File: config.mk
export PLATFORM = sky130hd
export DESIGN_NAME = go_back_n_sender_window_unit
export DESIGN_NICKNAME = d
export VERILOG_FILES = /design/src/rtl/gbn_pkg.sv /design/src/rtl/go_back_n_sender_window_unit.sv /design/src/rtl/gbn_ctrl.sv /design/src/rtl/gbn_dp.sv
export SDC_FILE = /design/constraint.sdc
export NUM_CORES = 1
export LEC_CHECK = 0
export CAP_MARGIN = 15
export CELL_PAD_IN_SITES_DETAIL_PLACEMENT = 1
export CELL_PAD_IN_SITES_GLOBAL_PLACEMENT = 2
export CORE_ASPECT_RATIO = 0.75
export CORE_UTILIZATION = 27
export DETAILED_ROUTE_END_ITERATION = 8
export DONT_BUFFER_PORTS = 1
export GPL_TIMING_DRIVEN = 1
export PLACE_DENSITY_LB_ADDON = 0.1
export SLEW_MARGIN = 20
export SYNTH_ARGS = -nofsm -noshare
export SYNTH_HDL_FRONTEND = slang
export SYNTH_SLANG_ARGS = --single-unit
export TNS_END_PERCENT = 50
File: constraint.sdc
create_clock -name clk -period 9.8 [get_ports clk]
set_input_delay 1.96 -clock clk [delete_from_list [all_inputs] [get_ports clk]]
set_output_delay 1.96 -clock clk [all_outputs]
set_load 0.02 [all_outputs]
File: src/rtl/gbn_pkg.sv
// Shared types, constants and helpers for the go-back-n sender window unit.
// No dependencies; every other rtl file refers to this package by scoped names.
`default_nettype none

package gbn_pkg;

    localparam int WINDOW       = 16;
    localparam int PACKET_BYTES = 1024;
    localparam int MAX_PACKETS  = 65535;

    localparam int IDX_W   = 16;                    // packet number width
    localparam int SEQ_W   = 26;                    // byte sequence number width
    localparam int TICK_W  = 32;
    localparam int SLOT_W  = $clog2(WINDOW);        // stamp slot index width
    localparam int WCNT_W  = $clog2(WINDOW + 1);    // effective window width
    localparam int CFG_W   = 32;                    // widest register
    localparam int CFGI_W  = 2;

    // request codes
    localparam logic [1:0] REQ_START = 2'd0;
    localparam logic [1:0] REQ_TICK  = 2'd1;
    localparam logic [1:0] REQ_ACK   = 2'd2;

    // result kinds
    localparam logic [1:0] KIND_SEND   = 2'd0;
    localparam logic [1:0] KIND_RESEND = 2'd1;
    localparam logic [1:0] KIND_DONE   = 2'd2;

    // register indexes
    localparam logic [CFGI_W-1:0] CFG_WINDOW  = 2'd0;
    localparam logic [CFGI_W-1:0] CFG_TIMEOUT = 2'd1;
    localparam logic [CFGI_W-1:0] CFG_TOTAL   = 2'd2;

    localparam logic [6:0]        WINDOW_RST  = 7'd4;
    localparam logic [TICK_W-1:0] TIMEOUT_RST = 32'd500;
    localparam logic [IDX_W-1:0]  TOTAL_RST   = 16'd1;

    typedef struct packed {
        logic [1:0]       req_type;
        logic [IDX_W-1:0] ack_index;
    } gbn_in_t;

    typedef struct packed {
        logic [1:0]       kind;
        logic [IDX_W-1:0] send_index;
        logic [SEQ_W-1:0] seq_number;
        logic             final_packet;
        logic             end_of_run;
    } gbn_out_t;

    // controller -> datapath
    typedef struct packed {
        logic start;        // reopen the transfer at packet 0
        logic slide;        // move base past the accepted ack
        logic mark_final;   // final ack seen: set finished, hold ack
        logic tick;         // advance the time counter
        logic retx_begin;   // point the cursor at the window base
        logic emit_fill;    // send the next unsent packet
        logic emit_retx;    // resend the packet under the cursor
        logic emit_final;   // report transfer complete
    } gbn_cmd_t;

    // datapath -> controller
    typedef struct packed {
        logic out_free;     // output register can take a word this cycle
        logic ack_ok;       // ack inside the sent range of a live transfer
        logic ack_final;    // ack names the final packet
        logic fill_more;    // window and transfer allow another new packet
        logic fill_last;    // the packet being sent now is the last new one
        logic timeout;      // oldest outstanding packet has expired
        logic retx_last;    // cursor sits on the newest sent packet
    } gbn_sts_t;

    function automatic logic [SEQ_W-1:0] seq_of(input logic [IDX_W-1:0] idx);
        logic [TICK_W-1:0] prod;
        prod = TICK_W'(idx) * TICK_W'(PACKET_BYTES);
        return prod[SEQ_W-1:0];
    endfunction

endpackage

`default_nettype wire

File: src/rtl/go_back_n_sender_window_unit.sv
// Top level of the go-back-n sender window unit: joins controller and datapath.
// Depends on gbn_pkg, gbn_ctrl and gbn_dp.
//
// in channel (in_valid/in_stall/in_data): one word is a request - start a
//   transfer, one time tick, or a cumulative ack with its packet number.
// out channel (out_valid/out_stall/out_data): one word per packet to send or
//   resend, or one transfer-complete word; a request's last word has end_of_run.
// cfg port (cfg_we/cfg_index/cfg_data): window, timeout in ticks and transfer
//   length; write only while the unit is idle.
// Timing: a request is taken in the idle state. A start or a sliding ack moves
//   to the fill state, which loads one send per cycle into the output register
//   while the output is not stalled; a slide with nothing new returns to idle.
//   A tick passes through the check state for the timeout test and, on a
//   timeout, the resend state, loading one resend per unstalled cycle. A final
//   ack loads the completion word in the done state; an ignored word is dropped.
// Stall: a stalled output word holds and the run waits with it; in_stall stays
//   high until the run's last word is loaded.
// Reset: window 4, timeout 500, length 1, base, next and tick count at zero; the
//   unit is idle and ready the cycle after rst_n rises.
`default_nettype none

module go_back_n_sender_window_unit (
    input  wire logic                       clk,
    input  wire logic                       rst_n,
    input  wire logic                       in_valid,
    output logic                            in_stall,
    input  wire gbn_pkg::gbn_in_t           in_data,
    output logic                            out_valid,
    input  wire logic                       out_stall,
    output gbn_pkg::gbn_out_t               out_data,
    input  wire logic                       cfg_we,
    input  wire logic [gbn_pkg::CFGI_W-1:0] cfg_index,
    input  wire logic [gbn_pkg::CFG_W-1:0]  cfg_data
);

    gbn_pkg::gbn_cmd_t cmd;
    gbn_pkg::gbn_sts_t sts;

    // sequencer: owns the input handshake and paces each run
    gbn_ctrl u_ctrl (
        .clk      (clk),
        .rst_n    (rst_n),
        .in_valid (in_valid),
        .req_type (in_data.req_type),
        .sts      (sts),
        .in_stall (in_stall),
        .cmd      (cmd)
    );

    // window state, stamps and the output word register
    gbn_dp u_dp (
        .clk       (clk),
        .rst_n     (rst_n),
        .cfg_we    (cfg_we),
        .cfg_index (cfg_index),
        .cfg_data  (cfg_data),
        .ack_index (in_data.ack_index),
        .cmd       (cmd),
        .out_stall (out_stall),
        .sts       (sts),
        .out_valid (out_valid),
        .out_data  (out_data)
    );

endmodule

`default_nettype wire

File: src/rtl/gbn_ctrl.sv
// Sequencer for the go-back-n sender: decodes accepted words and steps
// through send, resend and completion runs. Uses gbn_pkg.
`default_nettype none

module gbn_ctrl (
    input  wire logic              clk,
    input  wire logic              rst_n,
    input  wire logic              in_valid,
    input  wire logic [1:0]        req_type,
    input  wire gbn_pkg::gbn_sts_t sts,
    output logic                   in_stall,
    output gbn_pkg::gbn_cmd_t      cmd
);

    typedef enum logic [4:0] {
        ST_IDLE  = 5'b00001,
        ST_FILL  = 5'b00010,
        ST_CHECK = 5'b00100,
        ST_RETX  = 5'b01000,
        ST_DONE  = 5'b10000
    } state_t;

    state_t state_reg, state_next;

    assign in_stall = (state_reg != ST_IDLE);

    always_comb
    begin
        state_next = state_reg;
        cmd        = '0;
        unique case (state_reg)
            ST_IDLE:
            begin
                if (in_valid)
                begin
                    if (req_type == gbn_pkg::REQ_START)
                    begin
                        cmd.start  = 1'b1;
                        state_next = ST_FILL;
                    end
                    else if (req_type == gbn_pkg::REQ_TICK)
                    begin
                        cmd.tick   = 1'b1;
                        state_next = ST_CHECK;
                    end
                    else if (req_type == gbn_pkg::REQ_ACK && sts.ack_ok)
                    begin
                        if (sts.ack_final)
                        begin
                            cmd.mark_final = 1'b1;
                            state_next     = ST_DONE;
                        end
                        else
                        begin
                            cmd.slide  = 1'b1;
                            state_next = ST_FILL;
                        end
                    end
                end
            end
            ST_FILL:
            begin
                if (!sts.fill_more)
                    state_next = ST_IDLE;
                else if (sts.out_free)
                begin
                    cmd.emit_fill = 1'b1;
                    if (sts.fill_last)
                        state_next = ST_IDLE;
                end
            end
            ST_CHECK:
            begin
                if (sts.timeout)
                begin
                    cmd.retx_begin = 1'b1;
                    state_next     = ST_RETX;
                end
                else
                    state_next = ST_IDLE;
            end
            ST_RETX:
            begin
                if (sts.out_free)
                begin
                    cmd.emit_retx = 1'b1;
                    if (sts.retx_last)
                        state_next = ST_IDLE;
                end
            end
            ST_DONE:
            begin
                if (sts.out_free)
                begin
                    cmd.emit_final = 1'b1;
                    state_next     = ST_IDLE;
                end
            end
            default:
                state_next = ST_IDLE;
        endcase
    end

    always_ff @(posedge clk or negedge rst_n)
    begin
        if (!rst_n)
            state_reg <= ST_IDLE;
        else
            state_reg <= state_next;
    end

endmodule

`default_nettype wire

File: src/rtl/gbn_dp.sv
// Datapath of the go-back-n sender: config registers, window pointers,
// tick counter, per-slot send stamps and the output word register. Uses gbn_pkg.
`default_nettype none

module gbn_dp (
    input  wire logic                        clk,
    input  wire logic                        rst_n,
    input  wire logic                        cfg_we,
    input  wire logic [gbn_pkg::CFGI_W-1:0]  cfg_index,
    input  wire logic [gbn_pkg::CFG_W-1:0]   cfg_data,
    input  wire logic [gbn_pkg::IDX_W-1:0]   ack_index,
    input  wire gbn_pkg::gbn_cmd_t           cmd,
    input  wire logic                        out_stall,
    output gbn_pkg::gbn_sts_t                sts,
    output logic                             out_valid,
    output gbn_pkg::gbn_out_t                out_data
);

    localparam int IW = gbn_pkg::IDX_W;
    localparam int TW = gbn_pkg::TICK_W;
    localparam int SW = gbn_pkg::SLOT_W;
    localparam int WW = gbn_pkg::WCNT_W;

    logic [6:0]    win_reg;
    logic [TW-1:0] tmo_reg;
    logic [IW-1:0] tot_reg;

    logic [IW-1:0] base_reg, base_next;
    logic [IW-1:0] nxt_reg,  nxt_next;
    logic [IW-1:0] cur_reg,  cur_next;
    logic [TW-1:0] tick_reg, tick_next;
    logic          fin_reg,  fin_next;
    logic [TW-1:0] stamp_reg [gbn_pkg::WINDOW];

    logic              out_valid_reg, out_valid_next;
    gbn_pkg::gbn_out_t out_data_reg,  out_data_next;

    logic [WW-1:0] eff_win;
    logic [IW-1:0] eff_tot;
    logic [IW-1:0] last_idx;
    logic [IW:0]   limit;
    logic [IW:0]   nxt_inc;
    logic [IW:0]   cur_inc;
    logic [TW-1:0] age;
    logic          stamp_we;
    logic [SW-1:0] stamp_slot;
    logic [IW-1:0] emit_idx;

    // clamp the configured window and transfer length to their legal ranges
    always_comb
    begin
        if (win_reg == 7'd0)
            eff_win = WW'(1);
        else if (win_reg > 7'(gbn_pkg::WINDOW))
            eff_win = WW'(gbn_pkg::WINDOW);
        else
            eff_win = win_reg[WW-1:0];

        if (tot_reg == '0)
            eff_tot = IW'(1);
        else if (tot_reg > IW'(gbn_pkg::MAX_PACKETS))
            eff_tot = IW'(gbn_pkg::MAX_PACKETS);
        else
            eff_tot = tot_reg;
    end

    assign last_idx = eff_tot - IW'(1);
    assign limit    = {1'b0, base_reg} + (IW+1)'(eff_win);
    assign nxt_inc  = {1'b0, nxt_reg} + (IW+1)'(1);
    assign cur_inc  = {1'b0, cur_reg} + (IW+1)'(1);
    assign age      = tick_reg - stamp_reg[base_reg[SW-1:0]];

    always_comb
    begin
        sts.out_free  = !out_valid_reg || !out_stall;
        sts.ack_ok    = !fin_reg && (ack_index >= base_reg) && (ack_index < nxt_reg);
        sts.ack_final = (ack_index == last_idx);
        sts.fill_more = ({1'b0, nxt_reg} < limit) && (nxt_reg < eff_tot);
        sts.fill_last = !((nxt_inc < limit) && (nxt_inc < {1'b0, eff_tot}));
        sts.timeout   = !fin_reg && (nxt_reg > base_reg) && (age > tmo_reg);
        sts.retx_last = (cur_inc == {1'b0, nxt_reg});
    end

    always_comb
    begin
        base_next      = base_reg;
        nxt_next       = nxt_reg;
        cur_next       = cur_reg;
        tick_next      = tick_reg;
        fin_next       = fin_reg;
        stamp_we       = 1'b0;
        stamp_slot     = nxt_reg[SW-1:0];
        emit_idx       = nxt_reg;
        out_valid_next = out_valid_reg && out_stall;
        out_data_next  = out_data_reg;

        if (cmd.start)
        begin
            base_next = '0;
            nxt_next  = '0;
            fin_next  = 1'b0;
        end
        if (cmd.slide)
            base_next = ack_index + IW'(1);
        if (cmd.mark_final)
        begin
            fin_next = 1'b1;
            cur_next = ack_index;
        end
        if (cmd.tick)
            tick_next = tick_reg + TW'(1);
        if (cmd.retx_begin)
            cur_next = base_reg;

        if (cmd.emit_fill)
        begin
            stamp_we  = 1'b1;
            nxt_next  = nxt_inc[IW-1:0];
            emit_idx  = nxt_reg;
            out_data_next.kind       = gbn_pkg::KIND_SEND;
            out_data_next.end_of_run = sts.fill_last;
        end
        else if (cmd.emit_retx)
        begin
            stamp_we   = 1'b1;
            stamp_slot = cur_reg[SW-1:0];
            cur_next   = cur_inc[IW-1:0];
            emit_idx   = cur_reg;
            out_data_next.kind       = gbn_pkg::KIND_RESEND;
            out_data_next.end_of_run = sts.retx_last;
        end
        else if (cmd.emit_final)
        begin
            emit_idx = cur_reg;
            out_data_next.kind       = gbn_pkg::KIND_DONE;
            out_data_next.end_of_run = 1'b1;
        end

        if (cmd.emit_fill || cmd.emit_retx || cmd.emit_final)
        begin
            out_valid_next              = 1'b1;
            out_data_next.send_index    = emit_idx;
            out_data_next.seq_number    = gbn_pkg::seq_of(emit_idx);
            out_data_next.final_packet  = (emit_idx == last_idx);
        end
    end

    always_ff @(posedge clk or negedge rst_n)
    begin
        if (!rst_n)
        begin
            win_reg       <= gbn_pkg::WINDOW_RST;
            tmo_reg       <= gbn_pkg::TIMEOUT_RST;
            tot_reg       <= gbn_pkg::TOTAL_RST;
            base_reg      <= '0;
            nxt_reg       <= '0;
            tick_reg      <= '0;
            fin_reg       <= 1'b0;
            out_valid_reg <= 1'b0;
        end
        else
        begin
            if (cfg_we)
            begin
                unique case (cfg_index)
                    gbn_pkg::CFG_WINDOW:  win_reg <= cfg_data[6:0];
                    gbn_pkg::CFG_TIMEOUT: tmo_reg <= cfg_data[TW-1:0];
                    gbn_pkg::CFG_TOTAL:   tot_reg <= cfg_data[IW-1:0];
                    default:              ;
                endcase
            end
            base_reg      <= base_next;
            nxt_reg       <= nxt_next;
            tick_reg      <= tick_next;
            fin_reg       <= fin_next;
            out_valid_reg <= out_valid_next;
        end
    end

    // payload registers, no reset
    always_ff @(posedge clk)
    begin
        cur_reg      <= cur_next;
        out_data_reg <= out_data_next;
        if (stamp_we)
            stamp_reg[stamp_slot] <= tick_reg;
    end

    assign out_valid = out_valid_reg;
    assign out_data  = out_data_reg;

endmodule

`default_nettype wire

==> results.sh <==
export IMPL_slew_headroom_pct=19.8
export IMPL_fin_crit_sh_pct=80.2
export IMPL_synth_seq_cells=674
export IMPL_hold_violations=0
export IMPL_cts_resized=0
export IMPL_utilization_pct=31.0
export IMPL_core_area_um2=125000
export IMPL_ys_top_cells_by_area="edfxtp_1 (47%), mux4_2 (11%), dfrtp_1 (8.6%), ha_1 (6.6%), xnor2_1 (3.1%)"
export IMPL_holdPathStages=1
export IMPL_grt_start_max_net_pins=127
export IMPL_cap_violations=0
export IMPL_crit_slowest_cell="dfrtp_4"
export IMPL_yosysUniqueCellTypes=88
export IMPL_worst_r2r_endpoint="u_dp.cur_reg[12]"
export IMPL_slew_violations=0
export IMPL_fin_skew_ps=17.7
export IMPL_finalSetupTns_ps=0
export IMPL_cts_setup_buffers=0
export IMPL_total_power_mw=8.79
export IMPL_hold_slack_ps=510
export IMPL_final_nets=2660
export IMPL_worstSetupPathType="reg2reg"
export IMPL_yosys_warnings=0
export IMPL_largest_register_ffs=512
export IMPL_row_count=112
export IMPL_htreeDepth=3
export IMPL_final_common_cell="edfxtp_1"
export IMPL_setup_viol=0
export IMPL_fp_dieW_um=412
export IMPL_drtIter0Drc=1490
export IMPL_layout_drive_gt1_share_pct=18.8
export IMPL_internal_power_mw=5.87
export IMPL_grt_pass1_wl_mm=168
export IMPL_synthFlopType="edfxtp_1"
export IMPL_ys_async_sr_fraction_pct=18.7
export IMPL_cts_buffers=78
export IMPL_area_delta_synth_final_pct=13.3
export IMPL_crit_path_end_kind="flop"
export IMPL_cp_cell_sequence="buf_12 > mux4_2 > mux4_2 > inv_1 > ha_1 > a21oi_1 > o22ai_1 > nor2_1 > a31oi_1 > a221o_1 > o31a_1 > a21o_1 > a21oi_1 > xnor2_1 > ha_1 > nand4_1 > or3_1 > nor4_1 > nand3_1 > o31a_1 > o311ai_2 > and2_0 > a221oi_1"
export IMPL_drt_wl_total_mm=118
export IMPL_critPathMaxFanout=46
export IMPL_reg2reg_depth=23
export IMPL_status="completed"
export IMPL_powerDensity_nw_per_um2=227
export IMPL_grt_overflow_total=0
export IMPL_hp_class="reg2reg"
export IMPL_tightest_slew_ps=1190
export IMPL_synth_area_per_cell_um2=14.1
export IMPL_yosysTopAreaCellShare_pct=46.7
export IMPL_cts_root_buf="clkbuf_16"
export IMPL_cts_max_path_buffers=3
export IMPL_antenna_found_initial=5
export IMPL_drc_errors=0
export IMPL_ys_seq_area_share_pct=57.0
export IMPL_hold_end="u_dp.tmo_reg[22]"
export IMPL_hpwlAfterDp_mm=80.0
export IMPL_vdd_ir_drop_max_v=0.000126
export IMPL_period_minus_slack_ps=7860
export IMPL_antenna_left=0
export IMPL_ioPinCount=105
export IMPL_clk_pin_slew_ps=60
export IMPL_p_switching_mw=2.92
export IMPL_place_congestion=0.824
export IMPL_cts_tree="built"
export IMPL_critical_path_max_stage_delay_ps=850
export IMPL_synthCells=2417
export IMPL_p_leak_nw=14.7
export IMPL_first_global_vias=22100
export IMPL_grt_setup_unrepaired="no"
export IMPL_track_usage_pct=18.6
export IMPL_layout_cells_most_common_list="edfxtp_1 (530), ha_1 (181), mux4_2 (160)"
export IMPL_power_frac_clock_pct=34.1
export IMPL_rr_startpoint="u_dp.base_reg[0]"
export IMPL_wl_per_cell_um=28.4
export IMPL_worstPathRequired_ps=10310
export IMPL_cts_hold_fix_buffers=0
export IMPL_cts_sinks=674
export IMPL_syn_cell_area_um2=34100
export IMPL_cp_num_buf_inv=2
export IMPL_synth_top_area_cell="edfxtp_1"
export IMPL_critical_path_arrival_ps=8370
export IMPL_initial_core_util_pct=27.3
export IMPL_synth_edf_count=530
export IMPL_clk_latency_ps=670
export IMPL_dr_total_vias=21000
export IMPL_p_sw_share_pct=33.2
export IMPL_r2r_slack_ps=1940
export IMPL_portBuffers=0
export IMPL_seqPwrFrac_pct=40.7
export IMPL_die_area_um2=128000
export IMPL_dieHeight_um=310
export IMPL_vias_per_cell=5.08
export IMPL_cp_top_family="compound AO/OA/AOI/OAI gates"
export IMPL_holdCritStartpoint="u_dp.tmo_reg[22]"
export IMPL_critPathLaunchType="flop"
export IMPL_drt_pass1_iterations=5
export IMPL_timing_fmax_mhz=127
export IMPL_combinationalPowerShare_pct=25.1
[layer usage]
metal / up-vias / GRT usage (%) / part of all wire [%] / routed length [µm]
met1: 11200 / 28.7 / 52 / 60900
met5: - / 0 / 0.0060 / 7
met3: 118 / 4.42 / 5.9 / 6890
met2: 423 / 25.9 / 41 / 47800
met4: 2 / 3.81 / 1.6 / 1910
li1: 9294 / - / - / -
[synth_stat cells (67+ instances only)]
cell      number
a21oi_1       99
clkbuf_1      74
mux2_2        67
dfrtp_1      117
nor2_1        98
xnor2_1      122
inv_1        143
nand2_1      110
nand3_1       83
mux4_2       160
edfxtp_1     530
ha_1         181
[how the worst max path moves through the flow]
| stage | start | to | slack [ps] | cells after the start |
|---|---|---|---|---|
| after floorplan | u_dp.base_reg[0] | u_dp.cur_reg[10] | 2360 | 28 |
| after global placement | u_dp.base_reg[0] | u_dp.cur_reg[12] | 1920 | 21 |
| after detailed placement | u_dp.base_reg[0] | u_dp.cur_reg[12] | 1820 | 21 |
| after CTS | u_dp.base_reg[0] | u_dp.cur_reg[12] | 1810 | 21 |
| after global routing | u_dp.base_reg[0] | u_dp.cur_reg[12] | 1370 | 21 |
| final | u_dp.base_reg[0] | u_dp.cur_reg[12] | 1940 | 23 |
[logic make-up (layout without fill, tap and decap cells)]
family / after synthesis / count (layout) / synth area share [%]
compound gates: 343 / 343 / 6.52
xor+xnor: 165 / 165 / 4.44
fa+ha+maj: 183 / 183 / 6.76
buf+inv: 273 / 332 / 3.43
flops: 674 / 674 / 57.0
mux: 249 / 249 / 13.4
other cells: 1 / 12 / 0.0110
simple gates: 529 / 529 / 8.40
[per-stage QoR]
step                cell area, µm²  std cells  setup slack (ps)
detailed placement           36000       3993              1820
CTS                          38600       4138              1810
global placement             36000       3993              1920
global route                 38600       4138              1370
floorplan                    34100       2426              2360
finish                       38600       4140              1940
[layout make-up]
type / instances / area [µm²]
inverters: 144 / 541
diodes: 2 / 5.00
repair buffers: 43 / 335
well taps: 1653 / 2070
clock buffers: 98 / 2080
flip-flops and latches: 674 / 19400
multi-input cells: 1479 / 13700
fillers: 13100 / 86200
clock inverters: 47 / 512
[power by group through the flow]
stage	clock network [mW]	logic (mW)	registers, mW
2_1_floorplan	0	1.59	3.41
3_3_place_gp	0	2.18	3.64
3_5_place_dp	0	2.21	3.64
4_1_cts	3.11	2.22	3.58
5_1_grt	3.19	2.43	3.61
6_report	3.00	2.21	3.58
Note: power is estimated with default switching activity, not from simulation.
